===== config.mk =====
export PLATFORM = sky130hd
export DESIGN_NAME = masked_lamp_bank_controller
export DESIGN_NICKNAME = d
export VERILOG_FILES = /design/src/hdl/lmbc_pkg.sv /design/src/hdl/masked_lamp_bank_controller.sv /design/src/hdl/lmbc_cell.sv
export SDC_FILE = /design/constraint.sdc
export NUM_CORES = 2
export LEC_CHECK = 0
export BUFFER_PORTS_ARGS = -buffer_cell sky130_fd_sc_hd__buf_2
export CAP_MARGIN = 30
export CORE_MARGIN = 8
export CORE_UTILIZATION = 29
export DETAILED_ROUTE_END_ITERATION = 10
export GPL_TIMING_DRIVEN = 0
export PLACE_DENSITY = 0.5
export SLEW_MARGIN = 10
export SYNTH_ARGS = -nofsm -noshare
export SYNTH_HDL_FRONTEND = slang
export SYNTH_SLANG_ARGS = --single-unit

===== constraint.sdc =====
create_clock -name i_clk -period 4.65 [get_ports i_clk]
set_input_delay 0.465 -clock i_clk [delete_from_list [all_inputs] [get_ports i_clk]]
set_output_delay 0.465 -clock i_clk [all_outputs]
set_load 0.05 [all_outputs]

===== src/hdl/lmbc_pkg.sv =====
package lmbc_pkg;

    // Fixed field widths of the item and configuration ports.
    localparam int FUNC_W   = 4;
    localparam int MASK_W   = 32;
    localparam int IDX_W    = 5;
    localparam int TIME_W   = 16;
    localparam int WING_W   = 4;
    localparam int BYTE_W   = 8;
    localparam int CFG_IDX_W = 2;

    // On-time written by the lamp-on commands, in microseconds.
    localparam logic [TIME_W-1:0] ON_TIME_US = 16'd1000;
    localparam logic [BYTE_W-1:0] BYTE_MASK  = 8'hff;

    // Command codes carried by func.
    typedef enum logic [FUNC_W-1:0] {
        F_REFRESH   = 4'd0,
        F_ROT_LEFT  = 4'd1,
        F_ROT_RIGHT = 4'd2,
        F_ON        = 4'd3,
        F_OFF       = 4'd4,
        F_SLOW      = 4'd5,
        F_FAST      = 4'd6,
        F_BLINK_OFF = 4'd7,
        F_SET_ONOFF = 4'd8,
        F_COMBINED  = 4'd9,
        F_SET_DUR   = 4'd10
    } t_func;

    // Configuration register indexes.
    typedef enum logic [CFG_IDX_W-1:0] {
        CFG_WING_VALID  = 2'd0,
        CFG_WING_INVERT = 2'd1,
        CFG_OUT_EN      = 2'd2
    } t_cfg_reg;

    // How a cell updates its on-time.
    typedef enum logic [1:0] {
        T_KEEP = 2'd0,
        T_SEL  = 2'd1,
        T_ALL  = 2'd2
    } t_time_op;

    // How a cell updates one blink bit.
    typedef enum logic [1:0] {
        B_KEEP = 2'd0,
        B_SET  = 2'd1,
        B_CLR  = 2'd2,
        B_ZERO = 2'd3
    } t_blink_op;

    // Command broadcast to every cell of the chain.
    typedef struct packed {
        t_time_op          time_op;
        logic [TIME_W-1:0] time_val;
        t_blink_op         slow_op;
        t_blink_op         fast_op;
        logic              rot_clr;
        logic              rot_down;
        logic              wrap;
        logic [TIME_W-1:0] wrap_val;
        logic [TIME_W-1:0] now;
        logic              slow_phase;
        logic              fast_phase;
    } t_cell_cmd;

    // Rotation link passed from cell to cell.
    typedef struct packed {
        logic              tok;
        logic              cv;
        logic [TIME_W-1:0] carry;
    } t_link;

endpackage


===== src/hdl/masked_lamp_bank_controller.sv =====
// Lamp bank controller: keeps an on-time and blink membership for each lamp
// and turns refresh items into output pin levels.
// Input channel: i_valid / o_ready carry one item (func and its fields); a
// transfer takes place when both are high. Output channel: o_valid / i_ready
// carry one result (o_lamp_levels, o_drive_mask) for every item.
// Configuration: i_cfg_we writes i_cfg_data into register i_cfg_idx
// (0 wing valid, 1 wing invert, 2 outputs enabled) with no wait.
// Sequence: a refresh or plain command goes from the input transfer through the
// command step and the final state into the output register. A rotation adds
// a scan, in which the carry walks the chain of lamp cells one cell per cycle,
// and a wrap step that returns it to the first selected lamp. One item is
// worked on at a time; o_ready is high whenever the controller is between
// items, so the next item may be taken while a result waits in the output
// register. When the receiver stalls, the finished result of the following
// item waits in its final state until the output register is free.
// Reset (synchronous, active low): all on-times zero, every lamp in the slow
// blink set, none in the fast set, configuration registers zero.
module masked_lamp_bank_controller #(
    parameter int NUM_LAMPS = 32,
    parameter int NUM_WINGS = 4
) (
    input  logic                          i_clk,
    input  logic                          i_rst_n,
    input  logic                          i_cfg_we,
    input  logic [lmbc_pkg::CFG_IDX_W-1:0] i_cfg_idx,
    input  logic [lmbc_pkg::WING_W-1:0]   i_cfg_data,
    input  logic                          i_valid,
    output logic                          o_ready,
    input  logic [lmbc_pkg::FUNC_W-1:0]   i_func,
    input  logic [lmbc_pkg::MASK_W-1:0]   i_lamp_mask,
    input  logic                          i_flag_on,
    input  logic                          i_flag_blink_slow,
    input  logic                          i_flag_blink_fast,
    input  logic [lmbc_pkg::IDX_W-1:0]    i_lamp_index,
    input  logic [lmbc_pkg::TIME_W-1:0]   i_duration,
    input  logic [lmbc_pkg::TIME_W-1:0]   i_now_us,
    input  logic                          i_slow_phase,
    input  logic                          i_fast_phase,
    output logic                          o_valid,
    input  logic                          i_ready,
    output logic [lmbc_pkg::MASK_W-1:0]   o_lamp_levels,
    output logic [lmbc_pkg::MASK_W-1:0]   o_drive_mask
);
    import lmbc_pkg::*;

    localparam int CNT_W = $clog2(NUM_LAMPS);

    typedef enum logic [4:0] {
        S_IDLE = 5'b00001,
        S_EXEC = 5'b00010,
        S_ROT  = 5'b00100,
        S_WRAP = 5'b01000,
        S_DONE = 5'b10000
    } t_state;

    t_state             r_state, n_state;
    logic [CNT_W-1:0]   r_cnt, n_cnt;

    // Configuration registers.
    logic [WING_W-1:0]  r_wing_valid;
    logic [WING_W-1:0]  r_wing_invert;
    logic               r_out_en;

    // Captured item.
    logic [FUNC_W-1:0]  r_func;
    logic [MASK_W-1:0]  r_mask;
    logic               r_flag_on;
    logic               r_flag_slow;
    logic               r_flag_fast;
    logic [IDX_W-1:0]   r_idx;
    logic [TIME_W-1:0]  r_dur;
    logic [TIME_W-1:0]  r_now;
    logic               r_sph;
    logic               r_fph;

    // Output register.
    logic               r_ovalid;
    logic [MASK_W-1:0]  r_levels;
    logic [MASK_W-1:0]  r_drive;

    logic               w_in_fire;
    logic               w_out_free;
    logic               w_is_rot;
    logic               w_set_dur;
    t_cell_cmd          w_cmd;
    t_link              w_inject;
    t_link              w_end;
    t_link              w_link [NUM_LAMPS];
    logic [NUM_LAMPS-1:0] w_sel;
    logic [NUM_LAMPS-1:0] w_lit;
    logic [MASK_W-1:0]  w_lit32;
    logic [MASK_W-1:0]  w_levels;
    logic [MASK_W-1:0]  w_drive;

    assign o_ready    = (r_state == S_IDLE);
    assign w_in_fire  = i_valid && o_ready;
    assign w_out_free = !r_ovalid || i_ready;
    assign w_is_rot   = (r_func == F_ROT_LEFT) || (r_func == F_ROT_RIGHT);
    assign w_set_dur  = (r_func == F_SET_DUR);

    // Configuration writes.
    always_ff @(posedge i_clk) begin
        if (!i_rst_n) begin
            r_wing_valid  <= '0;
            r_wing_invert <= '0;
            r_out_en      <= 1'b0;
        end else if (i_cfg_we) begin
            unique case (t_cfg_reg'(i_cfg_idx))
                CFG_WING_VALID:  r_wing_valid  <= i_cfg_data;
                CFG_WING_INVERT: r_wing_invert <= i_cfg_data;
                CFG_OUT_EN:      r_out_en      <= i_cfg_data[0];
                default: ;
            endcase
        end
    end

    // Capture the item on its transfer.
    always_ff @(posedge i_clk) begin
        if (w_in_fire) begin
            r_func      <= i_func;
            r_mask      <= i_lamp_mask;
            r_flag_on   <= i_flag_on;
            r_flag_slow <= i_flag_blink_slow;
            r_flag_fast <= i_flag_blink_fast;
            r_idx       <= i_lamp_index;
            r_dur       <= i_duration;
            r_now       <= i_now_us;
            r_sph       <= i_slow_phase;
            r_fph       <= i_fast_phase;
        end
    end

    // Sequencer.
    always_comb begin
        n_state = r_state;
        n_cnt   = r_cnt;
        unique case (r_state)
            S_IDLE: if (w_in_fire) n_state = S_EXEC;
            S_EXEC: begin
                n_cnt   = '0;
                n_state = w_is_rot ? S_ROT : S_DONE;
            end
            S_ROT: begin
                if (r_cnt == CNT_W'(NUM_LAMPS - 2)) begin
                    n_state = S_WRAP;
                end else begin
                    n_cnt = r_cnt + 1'b1;
                end
            end
            S_WRAP: n_state = S_DONE;
            S_DONE: if (w_out_free) n_state = S_IDLE;
            default: n_state = S_IDLE;
        endcase
    end

    always_ff @(posedge i_clk) begin
        if (!i_rst_n) begin
            r_state <= S_IDLE;
            r_cnt   <= '0;
        end else begin
            r_state <= n_state;
            r_cnt   <= n_cnt;
        end
    end

    // Command decode into the broadcast to the cells.
    always_comb begin
        w_cmd            = '0;
        w_cmd.time_op    = T_KEEP;
        w_cmd.slow_op    = B_KEEP;
        w_cmd.fast_op    = B_KEEP;
        w_cmd.now        = r_now;
        w_cmd.slow_phase = r_sph;
        w_cmd.fast_phase = r_fph;
        w_cmd.rot_down   = (r_func == F_ROT_LEFT);
        w_cmd.rot_clr    = (r_state == S_EXEC) && w_is_rot;
        w_cmd.wrap       = (r_state == S_WRAP) && w_end.cv;
        w_cmd.wrap_val   = w_end.carry;
        if (r_state == S_EXEC) begin
            unique case (t_func'(r_func))
                F_ON: begin
                    w_cmd.time_op  = T_SEL;
                    w_cmd.time_val = ON_TIME_US;
                end
                F_OFF: w_cmd.time_op = T_SEL;
                F_SLOW: begin
                    w_cmd.time_op = T_SEL;
                    w_cmd.slow_op = B_SET;
                    w_cmd.fast_op = B_CLR;
                end
                F_FAST: begin
                    w_cmd.time_op = T_SEL;
                    w_cmd.slow_op = B_CLR;
                    w_cmd.fast_op = B_SET;
                end
                F_BLINK_OFF: begin
                    w_cmd.slow_op = B_CLR;
                    w_cmd.fast_op = B_CLR;
                end
                F_SET_ONOFF: begin
                    w_cmd.time_op  = T_ALL;
                    w_cmd.time_val = ON_TIME_US;
                    w_cmd.slow_op  = B_ZERO;
                    w_cmd.fast_op  = B_ZERO;
                end
                F_COMBINED: begin
                    // Joining a blink set zeroes the on-time after the on flag.
                    w_cmd.time_op = T_SEL;
                    if (!r_flag_slow && !r_flag_fast && r_flag_on) begin
                        w_cmd.time_val = ON_TIME_US;
                    end
                    if (r_flag_slow) begin
                        w_cmd.slow_op = B_SET;
                        w_cmd.fast_op = B_CLR;
                    end else if (r_flag_fast) begin
                        w_cmd.slow_op = B_CLR;
                        w_cmd.fast_op = B_SET;
                    end else begin
                        w_cmd.slow_op = B_CLR;
                        w_cmd.fast_op = B_CLR;
                    end
                end
                F_SET_DUR: begin
                    w_cmd.time_op  = T_SEL;
                    w_cmd.time_val = r_dur;
                end
                default: ;
            endcase
        end
    end

    // The scan starts at the low end for rotate right, the high end for left.
    always_comb begin
        w_inject       = '0;
        w_inject.tok   = (r_state == S_EXEC) && w_is_rot;
    end

    assign w_end = w_cmd.rot_down ? w_link[0] : w_link[NUM_LAMPS-1];

    // Chain of lamp cells.
    for (genvar i = 0; i < NUM_LAMPS; i++) begin : g_cell
        if (i < MASK_W) begin : g_sel
            assign w_sel[i] = w_set_dur ? (r_idx == IDX_W'(i)) : r_mask[i];
        end else begin : g_nosel
            assign w_sel[i] = 1'b0;
        end

        lmbc_cell u_cell (
            .i_clk   (i_clk),
            .i_rst_n (i_rst_n),
            .i_cmd   (w_cmd),
            .i_sel   (w_sel[i]),
            .i_lo    ((i == 0) ? w_inject : w_link[(i == 0) ? 0 : i - 1]),
            .i_hi    ((i == NUM_LAMPS - 1) ? w_inject
                                           : w_link[(i == NUM_LAMPS - 1) ? i : i + 1]),
            .o_link  (w_link[i]),
            .o_lit   (w_lit[i])
        );
    end

    for (genvar j = 0; j < MASK_W; j++) begin : g_lit
        if (j < NUM_LAMPS) begin : g_on
            assign w_lit32[j] = w_lit[j];
        end else begin : g_off
            assign w_lit32[j] = 1'b0;
        end
    end

    // Refresh result with outputs enabled: per valid wing, the lit byte, inverted on high-side wings.
    always_comb begin
        w_levels = '0;
        w_drive  = '0;
        if ((r_func == F_REFRESH) && r_out_en) begin
            for (int w = 0; w < WING_W; w++) begin
                if ((w < NUM_WINGS) && r_wing_valid[w]) begin
                    w_levels[w*BYTE_W +: BYTE_W] = r_wing_invert[w]
                        ? ~w_lit32[w*BYTE_W +: BYTE_W] : w_lit32[w*BYTE_W +: BYTE_W];
                    w_drive[w*BYTE_W +: BYTE_W]  = BYTE_MASK;
                end
            end
        end
    end

    // Output register.
    always_ff @(posedge i_clk) begin
        if (!i_rst_n) begin
            r_ovalid <= 1'b0;
        end else if ((r_state == S_DONE) && w_out_free) begin
            r_ovalid <= 1'b1;
        end else if (i_ready) begin
            r_ovalid <= 1'b0;
        end
    end

    always_ff @(posedge i_clk) begin
        if ((r_state == S_DONE) && w_out_free) begin
            r_levels <= w_levels;
            r_drive  <= w_drive;
        end
    end

    assign o_valid       = r_ovalid;
    assign o_lamp_levels = r_levels;
    assign o_drive_mask  = r_drive;

`ifndef ASSERT_OFF
    // Every transfer starts the command step in the next cycle.
    a_fire_exec: assert property (@(posedge i_clk) disable iff (!i_rst_n)
        w_in_fire |=> (r_state == S_EXEC))
        else $error("input transfer not followed by the command step");

    // The rotation token has reached the far end of the chain at wrap time.
    a_wrap_tok: assert property (@(posedge i_clk) disable iff (!i_rst_n)
        (r_state == S_WRAP) |-> w_end.tok)
        else $error("rotation token not at chain end when wrapping");

    // A result only appears from the final state.
    a_out_src: assert property (@(posedge i_clk) disable iff (!i_rst_n)
        $rose(r_ovalid) |-> $past(r_state == S_DONE))
        else $error("result loaded outside the final state");

    // Undriven bytes never carry a level.
    a_levels: assert property (@(posedge i_clk) disable iff (!i_rst_n)
        r_ovalid |-> ((r_levels & ~r_drive) == '0))
        else $error("level bit outside the driven bytes");
`endif

endmodule


===== src/hdl/lmbc_cell.sv =====
module lmbc_cell (
    input  logic               i_clk,
    input  logic               i_rst_n,
    input  lmbc_pkg::t_cell_cmd i_cmd,
    input  logic               i_sel,
    input  lmbc_pkg::t_link    i_lo,
    input  lmbc_pkg::t_link    i_hi,
    output lmbc_pkg::t_link    o_link,
    output logic               o_lit
);
    import lmbc_pkg::*;

    logic [TIME_W-1:0] r_time, n_time;
    logic              r_slow, n_slow;
    logic              r_fast, n_fast;
    logic              r_first, n_first;
    t_link             r_link, n_link;
    t_link             w_in;

    // The rotation link arrives from the neighbour upstream of the scan.
    assign w_in = i_cmd.rot_down ? i_hi : i_lo;

    // Next state of the lamp held by this cell.
    always_comb begin
        n_time  = r_time;
        n_slow  = r_slow;
        n_fast  = r_fast;
        n_first = r_first;
        n_link  = w_in;

        case (i_cmd.time_op)
            T_SEL:   if (i_sel) n_time = i_cmd.time_val;
            T_ALL:   n_time = i_sel ? i_cmd.time_val : '0;
            default: ;
        endcase

        case (i_cmd.slow_op)
            B_SET:   if (i_sel) n_slow = 1'b1;
            B_CLR:   if (i_sel) n_slow = 1'b0;
            B_ZERO:  n_slow = 1'b0;
            default: ;
        endcase

        case (i_cmd.fast_op)
            B_SET:   if (i_sel) n_fast = 1'b1;
            B_CLR:   if (i_sel) n_fast = 1'b0;
            B_ZERO:  n_fast = 1'b0;
            default: ;
        endcase

        if (i_cmd.rot_clr) begin
            n_first = 1'b0;
        end

        // A selected lamp swaps its on-time with the travelling carry; the
        // first selected lamp of the scan only loads the carry.
        if (w_in.tok && i_sel) begin
            n_link.carry = r_time;
            n_link.cv    = 1'b1;
            if (w_in.cv) begin
                n_time = w_in.carry;
            end else begin
                n_first = 1'b1;
            end
        end

        // The last carry of the scan closes the circle at the first lamp.
        if (i_cmd.wrap && r_first) begin
            n_time = i_cmd.wrap_val;
        end
    end

    always_ff @(posedge i_clk) begin
        if (!i_rst_n) begin
            r_time  <= '0;
            r_slow  <= 1'b1;
            r_fast  <= 1'b0;
            r_first <= 1'b0;
            r_link  <= '0;
        end else begin
            r_time  <= n_time;
            r_slow  <= n_slow;
            r_fast  <= n_fast;
            r_first <= n_first;
            r_link  <= n_link;
        end
    end

    assign o_link = r_link;

    // Lamp is lit while its on-time exceeds the count or its blink phase is on.
    assign o_lit = (r_time > i_cmd.now)
                 | (i_cmd.slow_phase & r_slow)
                 | (i_cmd.fast_phase & r_fast);

endmodule


; ---- Word-level counts from Yosys, hierarchy flattened
; Index checks and enable logic that the tools add are counted.
[word_totals]
n_memories = 0
output_inout_bits = 66
mem_bits_ro = 0
in_bits = 89
latch_bits = 0
ff_bits = 1346
ram_bits = 0
word_cells = 1294
[classes]
shift = 0
n_mux = 537
n_div = 0
reduce_logical = 158
magnitude_cmp = 32
eq_ne = 189
n_addsub = 1
multipliers = 0
bitwise = 132
[ops]
columns = op, n
row1 = 16-bit two-way mux, 160
row2 = 16-bit case mux with 2 select lines, 32
row3 = 18-bit two-way mux, 32
row4 = 17-bit two-way mux, 33
row5 = 16-bit greater-than comparator, 32
row6 = "2-bit by 1-bit inequality test with 1-bit output, second input constant", 129
row7 = 3-bit AND reduction, 65
row8 = 1-bit two-way mux, 194
row9 = 1-bit case mux with 3 select lines, 64
row10 = "5-bit equality test, second input constant", 18
row11 = 1-bit logical AND, 71
row12 = 1-bit bitwise AND, 64
row13 = 8-bit two-way mux, 8
row14 = 1-bit bitwise OR, 64
row15 = 16-bit case mux with 3 select lines, 1
row16 = "5-bit by 4-bit equality test with 1-bit output, second input constant", 9
row17 = 8-bit NOT, 4
row18 = "5-bit by 3-bit equality test with 1-bit output, second input constant", 5
row19 = 5-bit two-way mux, 5
row20 = 5-bit case mux with 5 select lines, 1
row21 = 22-bit two-way mux, 1
row22 = 4-bit case mux with 5 select lines, 1
row23 = "4-bit by 3-bit equality test with 1-bit output, second input constant", 4
row24 = 2-bit AND reduction, 8
row25 = other kinds (23), 44

; ---- Depth between registers and ports, before layout
[depth]
word_depth = 11
depth_mapped = 15
depth_no_buf = 12

; ---- Cells and area by module
; From an unflattened synthesis, not the netlist that was laid out.
[hier_totals]
hier_cells = 9470
hier_area_um2 = 81689.6
[modules_own_cells]
columns = module, area_each_um2, seq_area_each_um2, cells_per_inst, n_inst
row1 = lmbc_cell at g_cell[0].u_cell ..., 2364.8, 740.7, 281, 17
row2 = lmbc_cell at g_cell[25].u_cell ..., 2367.3, 740.7, 281, 15
row3 = masked_lamp_bank_controller, 5979.5, 3823.7, 478, 1

; ---- Worst setup path after synthesis
; No wires, ideal clock.
[synth_timing]
kind = register to register
startpoint = reg r_state[2]
endpoint = reg r_dur[0] (enable)
setup_slack_ns = 0.689
setup_time_ns = 0.445
synth_period_minus_slack_ns = 3.961
arrival_ns = 3.516
path_stages_with_launch = 5
n_path_buf = 1
required_time_ns = 4.205
cell_sequence = dfxtp_1 -> clkbuf_1 -> or3_1 -> nor2_1 -> and2_1
[synth_between]
elab_chain_len = 2
[synth_lines]
columns = item, line_no
row1 = from (decl), masked_lamp_bank_controller.sv:56  ; t_state r_state, n_state;
row2 = from (signal assigned), masked_lamp_bank_controller.sv:161  ; r_state <= n_state;
row3 = 5-bit by 1-bit equality test with 1-bit output, masked_lamp_bank_controller.sv:95  ; assign o_ready = (r_state == S_IDLE);
row4 = named net o_ready, masked_lamp_bank_controller.sv:28  ; output logic o_ready,
row5 = 1-bit logical AND, masked_lamp_bank_controller.sv:96  ; assign w_in_fire = i_valid && o_ready;
row6 = named net w_in_fire, masked_lamp_bank_controller.sv:81  ; logic w_in_fire;
row7 = to (signal assigned), masked_lamp_bank_controller.sv:126  ; r_dur <= i_duration;
row8 = to (decl), masked_lamp_bank_controller.sv:71  ; logic [TIME_W-1:0] r_dur;
; The timed path passes the listed nets, and every way through them passes these cells.
; A chain may end at the register's enable or synchronous reset.

; ---- Worst setup path in the final report
[layout_timing]
startpoint = reg r_func[1]
endpoint = reg g_cell[15].u_cell.r_time[6]
[layout_between]
elab_chain_len = 9
word_cells_on_any_way = 27
classes_between = 10 x eq/ne / 12 x mux / 5 x reduce/logical
[layout_lines]
columns = item, line_no
row1 = from (decl), masked_lamp_bank_controller.sv:65  ; logic [FUNC_W-1:0] r_func;
row2 = from (signal assigned), masked_lamp_bank_controller.sv:120  ; r_func <= i_func;
row3 = "4-bit equality test, or another cell as far along", "masked_lamp_bank_controller.sv:99, masked_lamp_bank_controller.sv:180"
row4 = 6-bit OR reduction (no line) / 2-bit OR reduction (equally long branches), -
row5 = 2-bit case mux with 2 select lines / 16-bit case mux with 3 select lines (equally long branches), masked_lamp_bank_controller.sv:180  ; unique case (t_func'(r_func))
row6 = 22-bit two-way mux, masked_lamp_bank_controller.sv:179  ; if (r_state == S_EXEC) begin
row7 = "2-bit equality test, or another cell as far along", lmbc_cell.sv:31  ; case (i_cmd.time_op)
row8 = 16-bit case mux with 2 select lines, lmbc_cell.sv:31
row9 = 16-bit two-way mux, lmbc_cell.sv:60  ; if (w_in.cv) begin
row10 = 16-bit two-way mux, lmbc_cell.sv:57  ; if (w_in.tok && i_sel) begin
row11 = 16-bit two-way mux *, lmbc_cell.sv:68  ; if (i_cmd.wrap && r_first) begin
row12 = to (signal assigned), lmbc_cell.sv:81  ; r_time <= n_time;
row13 = to (decl), lmbc_cell.sv:13  ; logic [TIME_W-1:0] r_time, n_time;
; Mark *: on every way between the ends. The rest lies on a longest branch, timed or not.

==> flow_summary.yaml <==
placement:
  dpl.hpwl_microns: 404000
  numPortBuffers: 153
  globalplace.congestion: 1.05
worst_hold_path:
  holdPathStages: 2
  hp-class: "input port to register"
finish:
  multi_input_area_sq_um: 40800
  num-fill-cells: 25508
  layout_commonest_cell: "nand2_1"
  fin_nets: 9437
  mostFrequentLayoutCells: "1,334 x nand2_1, 1,204 x dfxtp_1, 737 x nor2_1"
  areaGrowthSynthToFinish_pct: 21.1
  seqCellArea_sq_um: 27500
  drive_above_1_share_pct: 12.7
logic_synthesis:
  synth_edf_count: 114
  netlist_area_sq_um: 71700
  yosys.area_share.adder_pct: 9.00
  synth_top_family_by_area: "compound AO/OA/AOI/OAI gates"
  synth-seq-cells: 1318
  ys_seq_area_share_pct: 38.4
  synthMuxAreaShare_pct: 1.69
  synth_compound_area_share_pct: 26.4
  synthesis.nets: 8855
  synth_cell_types: 89
  async_reset_ff_share_pct: 0
  synthSimpleGateAreaFrac_pct: 19.2
  synthTopCellsByArea: "dfxtp_1 34%, ha_1 9.0%, nand2_1 7.0%, a221oi_1 6.2%, o32ai_1 6.0%"
  synth_xor_area_share_pct: 0.0489
  syn_area_per_cell_sq_um: 8.69
  synth_top_area_share_pct: 33.6
  yosysWarnings: 0
  ys.flop_type: "dfxtp_1"
  syn_inst: 8250
  synth_top_area_cell: "dfxtp_1"
clock_tree:
  cts.path.max_buffers: 3
  cts_buffers: 165
  cts_tree: "built"
  clock-sinks: 1318
  root_buffer: "clkbuf_16"
  worstSkewPairLatency_ps: 900
  cts.clk_slew.worst_paths_ps: 60
  htreeDepth: 4
die:
  initial_core_util_pct: 29.2
  dieWidth_microns: 513
  design.core.area_sq_um: 246000
  io_pins: 155
  dieArea_sq_um: 263000
  row_count: 182
  die_h_microns: 513
setup_path:
  end_kind: "register"
  r2r_cells: 13
  crit_type: "register to register"
  start_kind: "register"
  r2r_setup_slack_ps: -180
  critical_path_required_ps: 5370
  cp_max_fo: 12
  critPathArrivalTime_ps: 5550
power_and_ir_drop:
  power_density_nw_per_um2: 324
  total_power_mw: 28.2
  p_leak_nw: 33.6
  ir_worst_vdd_uv: 387
drt:
  drt_iter0_markers: 13100
  remaining_drc_errors: 0
  wl_microns: 540000
  dr.pass1.iters: 10
  routedWlPerCell_microns: 44.1
  ant_nets: 0
  vias: 83742
  via_per_inst: 6.84
global_route:
  track_usage_pct: 38.7
  grt_pass1_wl_microns: 700000
  grt_pass1_vias: 76606
  grt_max_degree: 41
  grt.overflow.total: 0
  antenna_found_initial: 81
sta:
  tightest_slew_ps: 1300
  slew_violations: 0
  clock.fmax_mhz: 207
  rsz0062_at_grt: "no"
  relSlewSlack_pct: 13.5
  finClkSkew_ps: 42.5
  whs_ps: 280
  setup_slack_ps: -183
  fin_crit_sh_pct: 104
  post-route-min-period_ps: 4830
  hold_viol: 0
  setup_viol: 58
status:
  violations: "setup timing"
  status: "complete, but fails checks"
flow_run:
  drv_cap: 0
-- final cells by class --
cell class	count	area share [%]
multi-input combinational	6066	47.0
sequential	1318	31.7
clock buffer	240	5.61
timing repair buffer	416	5.48
tap	3220	4.64
buffer	759	4.17
clock inverter	63	0.728
inverter	106	0.516
antenna	58	0.167
-- critical path, stage by stage, from the launching register on --
cell and delay, ps:
edfxtp_1 410, buf_6 160, or4b_4 530, buf_6 160, buf_6 210, buf_6 260
buf_6 240, buf_2 350, nand2_1 190, nand2_1 290, nand2_1 200, buf_2 800
buf_4 600, o32ai_1 150
-- cells by family (layout without fill, tap and decap cells) --
group / Yosys count / in the layout
XOR/XNOR: 4 / 4
buffers and inverters: 866 / 1584
other: 0 / 58
multiplexers: 114 / 114
flip-flops: 1318 / 1318
adder cells (fa/ha/maj): 516 / 516
AO/OA/AOI/OAI: 2390 / 2390
AND/OR/NAND/NOR: 3042 / 3042
-- path summary, 6_finish.rpt --
| path | startpoint | to |
|---|---|---|
| max | r_func[1]$_DFFE_PP_ | g_cell[15].u_cell.r_time[6]$_SDFF_PN0_ |
| min reg2reg | g_cell[7].u_cell.r_first$_SDFF_PN0_ | g_cell[7].u_cell.r_first$_SDFF_PN0_ |
| max reg2reg | r_func[1]$_DFFE_PP_ | g_cell[15].u_cell.r_time[6]$_SDFF_PN0_ |
| min | i_lamp_mask[17] | r_mask[17]$_DFFE_PP_ |
-- metrics by stage --
stage	TNS, ps	setup slack (ps)	utilization, %	instances	area (sq um)
finish	-4910	-183	35.3	12246	86800
global route	0	6.73	35.2	12193	86700
CTS	0	14.0	35.2	12177	86500
detailed placement	-413740	-1360	32.4	11783	79700
global placement	-1036270	-3010	31.1	11623	76500
floorplan	0	689	-	8250	71700
-- registers in the layout, summed over array words and instances (netlist names), 5 cells and up --
register / count
g_cell.u_cell.o_link: 576
g_cell.u_cell.r_fast: 32
g_cell.u_cell.r_first: 32
g_cell.u_cell.r_slow: 32
g_cell.u_cell.r_time: 512
o_lamp_levels: 32
r_cnt: 5
r_dur: 16
r_idx: 5
r_mask: 32
r_now: 16
r_state: 5
-- timing repair --
item	4_1_cts	5_1_grt
resized for setup	53	42
hold buffers	87	0
endpoints found under the setup margin	508	284
gates cloned	0	0
hold endpoints to repair	89	0
buffers inserted	5	4
pin swaps	2	1
-- synth_stat cells, drive strengths merged, types with 20 or more instances --
master and number:
mux2 23, and2 74, a211oi 46, nand3 115, nand2b 20, a2bb2oi 32, inv 106, buf 268
and3 486, nor2 749, a32oi 21, nor2b 26, nor3 78, o32ai 492, dfxtp 1204, ha 516
a21oi 349, mux2i 91, o21ai 192, a221o 35, a311oi 476, edfxtp 114, nand2 1339, o211ai 47
a221oi 532, a21o 43, or2 31, clkbuf 492, nand4 68
-- power breakdown --
part / leakage (nW) / total, mW / switching [mW] / internal, mW
Sequential: 10.7 / 11.7 / 0.133 / 11.5
Combinational: 20.2 / 2.91 / 2.23 / 0.679
Clock: 2.74 / 13.6 / 5.95 / 7.64
-- metal layers --
| metal | GRT usage, % | part of all wire (%) | up-vias |
|---|---|---|---|
| li1 | - | - | 33031 |
| met1 | 47.6 | 38 | 41435 |
| met2 | 53.1 | 39 | 7285 |
| met3 | 15.4 | 13 | 1949 |
| met4 | 30.6 | 9.4 | 42 |
| met5 | 0.469 | 0.057 | - |
Power figures use the tool's default switching activity.
